--- config.mk ---
export PLATFORM = sky130hd
export DESIGN_NAME = sactd_lfsr
export DESIGN_NICKNAME = d
export VERILOG_FILES = /design/src/sactd_pkg.sv /design/src/sactd_lfsr.sv
export SDC_FILE = /design/constraint.sdc
export NUM_CORES = 1
export LEC_CHECK = 0
export BUFFER_PORTS_ARGS = -buffer_cell sky130_fd_sc_hd__buf_4
export CAP_MARGIN = 10
export CORE_MARGIN = 1
export CORE_UTILIZATION = 45
export DETAILED_ROUTE_END_ITERATION = 6
export HOLD_SLACK_MARGIN = 0.12
export PLACE_DENSITY = 0.8
export SLEW_MARGIN = 20
export SYNTH_ARGS = -nofsm -noshare
export SYNTH_HDL_FRONTEND = slang
export SYNTH_SLANG_ARGS = --single-unit
--- constraint.sdc ---
create_clock -name clk -period 1.2 [get_ports clk]
set_input_delay 0.12 -clock clk [delete_from_list [all_inputs] [get_ports clk]]
set_output_delay 0.12 -clock clk [all_outputs]
set_load 0.02 [all_outputs]
--- src/sactd_pkg.sv ---
// Package for the set-associative tag directory.
// Holds geometry constants, request and result codes, and the entry type.
// No dependencies.
package sactd_pkg;

  localparam int SETS       = 64;
  localparam int WAYS       = 4;
  localparam int LINE_BYTES = 64;

  localparam int SH         = $clog2(LINE_BYTES);
  localparam int SET_W      = (SETS > 1) ? $clog2(SETS) : 1;
  localparam int WAY_W      = (WAYS > 1) ? $clog2(WAYS) : 1;
  localparam int LINE_W     = 64 - SH;
  localparam int IDX_W      = $clog2(SETS * WAYS) > 0 ? $clog2(SETS * WAYS) : 1;
  localparam int ENTRIES    = SETS * WAYS;
  localparam int CNT_W      = 14;

  localparam logic [31:0] LFSR_TAPS = 32'hD000_0001;

  localparam logic [1:0] REQ_READ  = 2'd0;
  localparam logic [1:0] REQ_WRITE = 2'd1;
  localparam logic [1:0] REQ_MAINT = 2'd2;

  localparam logic [1:0] KIND_DONE = 2'd0;
  localparam logic [1:0] KIND_WB   = 2'd1;
  localparam logic [1:0] KIND_FILL = 2'd2;
  localparam logic [1:0] KIND_FWD  = 2'd3;

  typedef struct packed {
    logic [LINE_W-1:0] line;
    logic              valid;
    logic              dirty;
  } entry_t;

  typedef struct packed {
    logic [1:0]  kind;
    logic [63:0] req_address;
    logic [12:0] req_bytes;
    logic        fwd_clean;
    logic        fwd_inval;
    logic        hit;
    logic        last;
  } result_t;

endpackage

--- src/sactd_lfsr.sv ---
// Replacement random generator with seed load and single-step advance.
// Depends on sactd_pkg.
module sactd_lfsr import sactd_pkg::*; (
  input  logic        clk,
  input  logic        rst_n,
  input  logic        load,
  input  logic [31:0] seed,
  input  logic        step,
  output logic [31:0] nxt_val,
  output logic [31:0] val
);

  logic [31:0] lfsr_r;

  assign nxt_val = (lfsr_r >> 1) ^ (lfsr_r[0] ? LFSR_TAPS : 32'd0);
  assign val     = lfsr_r;

  always_ff @(posedge clk) begin
    if (!rst_n) begin
      lfsr_r <= 32'd1;
    end else if (load) begin
      lfsr_r <= (seed == 32'd0) ? 32'd1 : seed;
    end else if (step) begin
      lfsr_r <= nxt_val;
    end
  end

endmodule

Word-level counts from Yosys, hierarchy flattened
Index checks and enable logic that the tools add are counted.
{"block": "op_classes", "bitwise_logic": 1, "n_reduce_logical": 2, "n_mux": 4}
{"operator": "$mux 32", "count": 4}
{"operator": "$logic_not 32->1", "count": 1}
{"operator": "$xor 31x32->32", "count": 1}
{"operator": "$reduce_bool 2->1", "count": 1}
{"block": "totals", "regBits": 32}

Longest topological paths before layout
Gate-level depths: netlist of run 1.
{"block": "logic_depth", "word_depth": 4, "ltp_mapped": 5, "mapped_depth_nobuf": 4}

Worst setup path before layout of run 1
Ideal clock, no wire load.
{"block": "synth_timing", "kind": "reg-to-reg", "start": "register lfsr_r[0], in the netlist val[0]", "end": "register lfsr_r[28], in the netlist val[28]", "t_required_ns": 1.141, "path_stages_with_launch": 6, "setup_time_ns": 0.059, "synth_period_minus_slack_ns": 1.460, "path_buffers": 1, "t_arrival_ns": 1.400, "path_slack_ns": -0.260, "cell_sequence": "dfxtp_1 > buf_4 > xor2_1 > mux2i_1 > o21ai_0 > and2_1"}
{"block": "synth_via", "elab_chain_len": 4}
{"item": "start: declaration", "line": "sactd_lfsr.sv:13", "source": "logic [31:0] lfsr_r;"}
{"item": "start signal: assignment", "line": "sactd_lfsr.sv:22", "source": "lfsr_r <= (seed == 32'd0) ? 32'd1 : seed;"}
{"item": "start signal: assignment", "line": "sactd_lfsr.sv:24", "source": "lfsr_r <= nxt_val;"}
{"item": "$mux 32", "line": "sactd_lfsr.sv:15", "source": "assign nxt_val = (lfsr_r >> 1) ^ (lfsr_r[0] ? LFSR_TAPS : 32'd0);"}
{"item": "$xor 31x32->32", "line": "sactd_lfsr.sv:15"}
{"item": "via nxt_val[28]", "line": "sactd_lfsr.sv:9", "source": "output logic [31:0] nxt_val,"}
{"item": "$mux 32", "line": "sactd_lfsr.sv:23", "source": "end else if (step) begin"}
{"item": "$mux 32", "line": "sactd_lfsr.sv:21", "source": "end else if (load) begin"}
The timed path passes the listed nets, and every way through them passes these cells. The select of a mux whose other input is x is not followed.
A chain may end at the register's enable or synchronous reset.

Worst setup path after layout of run 1
{"block": "layout_timing", "start": "register lfsr_r[0], in the netlist val[0]", "end": "output port nxt_val[0]"}
{"block": "layout_via", "elab_chain_len": 2}
{"item": "$mux 32", "line": "sactd_lfsr.sv:15"}
{"item": "$xor 31x32->32", "line": "sactd_lfsr.sv:15"}
{"item": "end: declaration", "line": "sactd_lfsr.sv:9"}
Every way passes these cells.

==> results by stage, run 1 <==
Setup path:
- The startpoint of the worst register-to-register path is val[0].
- The internal reg-to-reg setup slack is 0.18 ns.
- On the worst path, the slowest cell contributes a delay of 0.44 ns.
- The endpoint of the lowest-slack register-to-register path is val[30].
- At the worst endpoint, the required time is 1.08 ns.
- The category of the worst setup path capture point is an output port.
- The worst setup path is launched from a flop.
- The critical path is of the reg -> out type.
- The arrival time at the worst endpoint is 1.03 ns.
- The library cell contributing the largest single delay on the critical path is sky130_fd_sc_hd__dfxtp_4.
- The critical path goes through xor2_1, buf_4.
- The worst-case reg-to-reg path depth is 4.
- In this run the worst path has a maximum fanout of 7.

Timing:
- Setup repair after global routing could not meet its margin everywhere.
- Derived from the worst setup path, the maximum achievable clock frequency is 870 MHz.
- Setup violations remaining at the end of the flow were counted as 0.
- The count of final max-slew check failures was 0.
- The total count of hold-check failures in the final report is 0.
- Across all setup checks in the final design, the least slack found is 0.0507 ns.
- At the pin with the least slew margin, the transition time is 0.332 ns.
- The headroom to the max-slew limit is 77.7%.
- Hold timing on the final database bottoms out at a slack of 0.161 ns.
- The setup TNS after final layout is 0 ns.
- Subtracting the final worst setup slack from the clock period gives 1.15 ns.
- The final cycle utilization of the critical path is 95.8%.
- The worst clock skew is 0.00852 ns.

Floorplan:
- The floorplan step set the die height to 66.6 um.
- After floorplanning, the core was sized to cover 4000 um2.
- The full die area is 4440 um2.
- During I/O placement, the number of pins put on the boundary was 100.
- The initial cell density of the core is 47.0%.
- The die boundary width is 66.6 um.
- The floorplan row count is 23.

Yosys:
- The largest area contributor in the synthesized netlist is sky130_fd_sc_hd__dfxtp_1.
- In the synthesized netlist, the number of instances is 219.
- The multiplexer share of the synthesized area is 16.5%.
- The net count of the mapped netlist is 255.
- The synthesized netlist contains 18 unique library cells.
- The number of warning messages in the yosys log is 0.
- By area, the combinational part of the netlist is dominated by simple AND/OR/NAND/NOR gates.
- Dividing the synthesized area by the synthesized cell count gives 8.58 um2.
- The compound-gate portion of the synthesized area is 9.26%.
- Of the total synthesized cell area, the portion taken by XOR and XNOR cells is 1.87%.
- The portion of the post-synthesis area used by sequential elements is 34.1%.
- Synthesis inferred 32 register bits.
- The cell area after synthesis is 1880 um2.
- After synthesis, the largest area contributor takes up 34.1% of total cell area.
- The adder-cell share of the synthesized area is 0%.
- In the post-synthesis netlist, the biggest area contributors are sky130_fd_sc_hd__dfxtp_1, sky130_fd_sc_hd__mux2i_1, sky130_fd_sc_hd__buf_4.
- Summing the areas of all and, or, nand and nor instances in the mapped netlist gives 21.6% of the synthesized area.

Finish:
- The flip-flop count of the largest register, all copies and words added is 32.
- The area growth from synthesis to layout is 38.2%.
- The number of diodes added for antenna fixing is 0.
- After the last flow step, the layout net total stands at 322.
- The post-route netlist has 41.8% of its cells at a drive strength greater than 1.
- The number of fill cells in the layout is 331.
- The post-route standard cell area excluding fillers is 2600 um2.

Power:
- The clock group share of total power is 29.9%.
- The power density normalized to cell area is 1090 nW/um2.
- Per report_power, the sequential group accounts for 42.9% of the total.
- The power dissipated by switching net loads is 0.000844 W.
- For this design the static power due to leakage is 1.26 nW.
- The worst supply voltage drop on vdd is 0.614 mV.
- Combinational logic is responsible for 27.2% of the overall power.
- Net switching is 29.9% of the power.
- The internal portion of total power is 0.00198 W.

Routing:
- The number of vias in the routed layout is 1,663.
- The count of unresolved DRC violations after routing is 0.
- The first-pass detailed-route iteration total is 6.
- The via count normalized by instance count is 4.93.
- The detailed router finished its first iteration with 71 violations.
- For this block, the routed nets add up to 4460 um of wire.
- Dividing the detail-routed wire length by the instance count gives 13.2 um.
- In this run the remaining antenna-violating nets after routing total 0.

CTS:
- The maximum clock path buffer count is 2.
- For the worst-skew pair, the clock arrives at the later sink with an insertion delay of 0.27 ns.
- The TritonCTS clock tree is built.
- The number of clock buffers inserted by TritonCTS is 5.
- Clock-pin slew was measured on the worst setup and hold paths at 0.06 ns.
- The number of clock sinks is 32.
- The root buffer cell is sky130_fd_sc_hd__clkbuf_8.
- The H-tree depth is 2.

GRT:
- The total overflow left after global routing is 0.
- The number of antenna violations at the first check in global routing is 0.
- The pin count of the biggest net entering global routing is 33.
- In the global route stage, overall resource usage came out at 20.7%.
- The first global-routing pass estimated 7060 um of wire.
- The via count of the first global-routing pass was 1,508.

Min path:
- The path with the worst hold slack has its endpoint at val[9].
- The path class of the tightest hold or removal check is in -> reg.
- The worst hold path passes through 4 cells.
- The startpoint identified for the worst hold timing path is seed[9].

Place:
- The count of buffers added on input and output ports is 99.
- Prior to clock tree synthesis, the placed netlist has a worst setup slack of 0.0225 ns.
- The last weighted congestion value of the routability-driven placer is 0.736.
- Detailed placement finished with a half-perimeter wire length of 3290 um.
- Summing all placed instances gives a cell area of 2490 um2.

Job:
- The tool flagged a number of max-cap violations equal to 0.

Run status:
- The run finished with clean final reports.
==> layout make-up <==
type	count	area, um2	area share (%)
Multi-Input combinational cell	142	962	37.1
Timing Repair Buffer	104	831	32.0
Sequential cell	32	647	24.9
Clock buffer	8	90.1	3.47
Tap cell	50	62.6	2.41
Inverter	1	3.75	0.145
==> per-layer routing <==
metal | wire, um | GRT usage [%]
met4 | 17 | 5.32
met5 | 0 | 0
met3 | 281 | 3.94
met2 | 2120 | 33.5
met1 | 2040 | 27.8
==> cell usage after synthesis <==
library cell and n:
sky130_fd_sc_hd__o211a_1 1, sky130_fd_sc_hd__xnor2_1 1, sky130_fd_sc_hd__buf_2 1, sky130_fd_sc_hd__nand4_1 2, sky130_fd_sc_hd__buf_6 3, sky130_fd_sc_hd__nor4_1 4, sky130_fd_sc_hd__xor2_1 3, sky130_fd_sc_hd__inv_1 1
sky130_fd_sc_hd__o21ai_2 1, sky130_fd_sc_hd__mux2i_1 31, sky130_fd_sc_hd__nor2_1 1, sky130_fd_sc_hd__nand2_1 32, sky130_fd_sc_hd__buf_4 32, sky130_fd_sc_hd__dfxtp_1 32, sky130_fd_sc_hd__nor4_2 4, sky130_fd_sc_hd__o21ai_0 31
sky130_fd_sc_hd__clkbuf_1 8, sky130_fd_sc_hd__and2_1 31
==> worst max-delay path: cells and delay by family, from the launching register on <==
family / cells / cell delay, ns
buffers and inverters: 1 / 0.16
flip-flops: 1 / 0.44
XOR/XNOR: 1 / 0.16
==> what timing repair did <==
item / in CTS / in global routing
gates resized for setup: 2 / 1
hold buffers: 0 / 0
buffers inserted: 0 / 1
endpoints found under the setup margin: 3 / 3
==> stage by stage <==
step | power (W) | instances | util (%)
6_report | 0.00282 | 337 | 64.9
5_1_grt | 0.00296 | 337 | 64.9
4_1_cts | 0.00284 | 336 | 64.7
3_5_place_dp | 0.00200 | 328 | 62.3
3_3_place_gp | 0.00199 | 328 | 62.3
2_1_floorplan | 0.00171 | 219 | -
==> cells by family after synthesis <==
family	Yosys count
mux	31
compound gates	33
buf+inv	45
simple gates	74
xor+xnor	4
flops	32
==> placed cells by master, fill, tap and decap left out, types with 2 or more instances in the layout <==
cell type,netlist,routed
sky130_fd_sc_hd__xor2_4,0,2
sky130_fd_sc_hd__clkbuf_1,8,2
sky130_fd_sc_hd__nand4_1,2,2
sky130_fd_sc_hd__nand2_1,32,32
sky130_fd_sc_hd__and2_1,31,31
sky130_fd_sc_hd__dfxtp_1,32,29
sky130_fd_sc_hd__buf_12,0,4
sky130_fd_sc_hd__nor4_1,4,4
sky130_fd_sc_hd__dfxtp_2,0,2
sky130_fd_sc_hd__clkbuf_8,0,6
sky130_fd_sc_hd__mux2i_1,31,31
sky130_fd_sc_hd__o21ai_0,31,31
sky130_fd_sc_hd__buf_4,32,100
sky130_fd_sc_hd__nor4_2,4,4
==> how the worst max path moves through the flow <==
| stage | startpoint | end | slack (ns) | depth (start not counted) |
|---|---|---|---|---|
| after CTS | val[31] | nxt_val[30] | 0.03 | 2 |
| after detailed placement | seed[19] | val[0] | 0.02 | 5 |
| after floorplan | val[29] | val[28] | 0.02 | 4 |
| final | val[0] | nxt_val[0] | 0.05 | 2 |
| after global placement | seed[19] | val[0] | 0.02 | 5 |
| after global routing | val[0] | nxt_val[0] | -0.004 | 2 |
==> power groups by stage <==
stage,clock [W],sequential (W),combinational (W)
after floorplan,0,0.00129,0.000420
after global placement,0,0.00123,0.000758
final,0.000844,0.00121,0.000769
after global routing,0.000907,0.00122,0.000831
after CTS,0.000856,0.00121,0.000770
after detailed placement,0,0.00123,0.000768
No activity file was read; power rests on OpenSTA's default activity.
==> run 2, diff against run 1 <==
- CTS_CLUSTER_SIZE: not set -> 10
- PLACE_DENSITY: 0.8 -> 0.81
==> results by stage, run 2 (synthesized netlist as in run 1, its figures left out) <==
Floorplan:
- The core region is 4000 um2.
- 100 I/O pins were placed.
- The die covers 4440 um2.
- The vertical extent of the die is 66.6 um.
- After floorplanning, the core was divided into 23 placement rows.
- The die boundary width is 66.6 um.
- The initial cell density of the core is 47.0%.

Finish:
- The top cell types in the final layout, fill and taps aside, are sky130_fd_sc_hd__buf_4, sky130_fd_sc_hd__nand2_1, sky130_fd_sc_hd__mux2i_1, sky130_fd_sc_hd__o21ai_0, sky130_fd_sc_hd__and2_1.
- Of the cells placed in the final design, the portion with a size suffix greater than 1 is 42.5%.
- 0 antenna diodes ended up in the layout.
- The area growth from synthesis to layout is 38.8%.
- Summing all non-filler instances in the final layout gives an area of 2610 um2.
- At the end of the flow, the number of nets in the layout was 322.
- The number of fill cells in the layout is 357.
- The final non-filler cell total is 337.
- The register with the most flip-flops in the layout has 32 of them.
- The library cell used most frequently in the layout, excluding fill and tap cells, is sky130_fd_sc_hd__buf_4.

Setup path:
- The critical path startpoint category is a flop.
- The worst register-to-register path begins at val[0].
- On the worst path, the slowest cell contributes a delay of 0.44 ns.
- The slowest stage of the critical path belongs to the cell sky130_fd_sc_hd__dfxtp_4.
- The worst setup path is of the reg -> out kind.
- The endpoint of the lowest-slack register-to-register path is val[30].
- The critical path goes through xor2_1, buf_4.
- The internal reg-to-reg setup slack is 0.17 ns.
- Data on the critical path is required at its endpoint by 1.08 ns.
- The worst-case reg-to-reg path depth is 4.
- The arrival time at the worst endpoint is 1.05 ns.
- The worst setup path is captured at an output port.
- Of all nets on the critical path, the largest fanout is 7.

Min path:
- The worst hold path was traced through 2 stages.
- For hold timing, the worst endpoint is val[0].
- The path class of the lowest-slack min-delay path is in -> reg.
- The worst hold path begins at rst_n.

GRT:
- The via count of the first global-routing pass is 1,480.
- The global routing met2 resource utilization is 35.1%.
- The number of antenna violations at the first check in global routing is 0.
- Global routing used 20.8% of the available tracks across all layers.
- Global routing consumed, on the met3 layer, 4.28% of the routing resources.
- Entering global routing, the biggest net connects 33 pins.
- Global routing used 25.5% of the available met1 tracks.
- The layer flagged by global routing as most heavily used is met2.
- Global routing finished with a remaining overflow of 0.
- The global-route wire length before repair is 6890 um.

Timing:
- Setup repair after global routing could not meet its margin everywhere.
- The total count of hold-check failures in the final report was 0.
- For this run, the top clock speed supported by timing is 856 MHz.
- Setup violations remaining at the end of the flow were counted as 0.
- The worst path needs 1.17 ns of the cycle, external delays included.
- For the pin with the worst max-slew slack, the measured transition is 0.300 ns.
- After layout, the worst path uses 97.3% of the clock period.
- Clock skew on the completed layout was measured at 0.00770 ns.
- The count of final max-slew check failures is 0.
- The final worst-path setup slack is 0.0318 ns.
- The headroom to the max-slew limit is 79.8%.

Power:
- The power density normalized to cell area is 1080 nW/um2.
- The internal portion of total power is 0.00193 W.
- Per report_power, the clock group accounts for 29.9% of the total.
- In this run, flip-flops and latches consume 42.7% of the power.
- The worst supply voltage drop on vdd is 0.655 mV.
- The share of total power consumed by net switching is 31.9%.
- The fraction of power consumed by combinational cells is 27.4%.
- In this run the power spent charging and discharging nets is 0.000902 W.
- The completed layout was analyzed and its total power is 0.00283 W.
- The leakage power of the design is 1.26 nW.

Routing:
- The count of unresolved DRC violations after routing is 0.
- The first-pass detailed-route iteration total is 4.
- The post-detailed-route count of antenna-violating nets is 0.
- The number of vias in the routed layout is 1,640.
- After detailed routing, the number of vias per cell comes to 4.87.
- The total detailed-routing wirelength is 4360 um.
- The count of routing violations after the opening detailed-route iteration is 92.
- After detailed routing, the average wire length per cell comes to 12.9 um.

CTS:
- The H-tree depth is 2.
- Counting every sink on the clock net gives 32.
- After clock tree synthesis, the flow added hold-fix buffers numbering 0.
- The number of clock buffers inserted by TritonCTS is 5.
- Clock-pin slew was measured on the worst setup and hold paths at 0.08 ns.
- The maximum clock path buffer count is 2.
- The root buffer cell is sky130_fd_sc_hd__clkbuf_8.
- TritonCTS built the clock tree.
- Clock latency on the worst-skew pair, taken at its later pin, is 0.28 ns.

Place:
- The last weighted congestion value of the routability-driven placer is 0.711.
- The placement-stage worst setup slack is 0.0119 ns.
- In this run the tool buffered the top-level ports with 99 buffer cells.
- After detailed placement, the total cell area comes to 2490 um2.
- The half-perimeter wire length after detailed placement is 3250 um.
- In this run, placement finished with an instance count of 328.

Run status:
- The run finished with clean final reports.

Job:
- The number of maximum-capacitance constraint violations is 0.
## run 2: cell count changes in the layout (fill, tap and decap cells not counted)
| cell | change |
|---|---|
| sky130_fd_sc_hd__buf_4 | -2 |
| sky130_fd_sc_hd__clkbuf_1 | -2 |
| sky130_fd_sc_hd__buf_6 | +2 |
| sky130_fd_sc_hd__clkinvlp_4 | +2 |
| sky130_fd_sc_hd__clkbuf_8 | -1 |
| sky130_fd_sc_hd__clkinv_4 | +1 |
## run 2: per-layer routing
| layer | share of wire, % | vias up |
|---|---|---|
| li1 | - | 836 |
| met1 | 45 | 745 |
| met2 | 48 | 55 |
| met3 | 5.5 | 4 |
| met4 | 1.1 | 0 |
| met5 | 0 | - |
## run 2: worst max-delay path by stage
stage	from	to	slack [ns]	depth (start not counted)
3_3_place_gp	seed[19]	val[0]	0.0006	5
2_1_floorplan	val[29]	val[28]	0.02	4
5_1_grt	val[0]	nxt_val[28]	-0.009	2
3_5_place_dp	seed[19]	val[0]	0.01	5
6_report	val[0]	nxt_val[0]	0.03	2
4_1_cts	val[0]	nxt_val[28]	0.0007	2
## run 2: power groups by stage
stage	clock [W]	combinational, W	sequential, W
2_1_floorplan	0	0.000420	0.00129
3_3_place_gp	0	0.000759	0.00123
5_1_grt	0.000922	0.000836	0.00122
3_5_place_dp	0	0.000769	0.00123
4_1_cts	0.000871	0.000771	0.00121
6_report	0.000847	0.000774	0.00121
## run 2: area by class of cell
| cell class | count | area, um2 | area share, % |
|---|---|---|---|
| inverter | 1 | 3.75 | 0.144 |
| multi-input combinational | 142 | 962 | 36.9 |
| clock inverter | 3 | 23.8 | 0.912 |
| timing repair buffer | 104 | 838 | 32.2 |
| tap | 50 | 62.6 | 2.40 |
| clock buffer | 5 | 68.8 | 2.64 |
| sequential | 32 | 647 | 24.8 |
## run 2: timing repair
action / 4_1_cts / 5_1_grt
setup endpoints to repair: 3 / 3
resized for setup: 2 / 3
setup buffers: 0 / 1
hold endpoints to repair: 0 / 0
## run 2: worst max-delay path, delay by kind of cell (launching register included)
| kind | cells | cell delay, ns |
|---|---|---|
| buffers and inverters | 1 | 0.16 |
| flip-flops | 1 | 0.44 |
| XOR/XNOR | 1 | 0.16 |
## run 2: stage by stage
stage	hold slack [ns]	TNS [ns]	util, %
2_1_floorplan	0.242	0	-
6_report	0.144	0	65.2
3_5_place_dp	0.443	0	62.3
3_3_place_gp	0.431	0	62.3
5_1_grt	0.155	-0.0176	65.2
4_1_cts	0.138	0	64.7
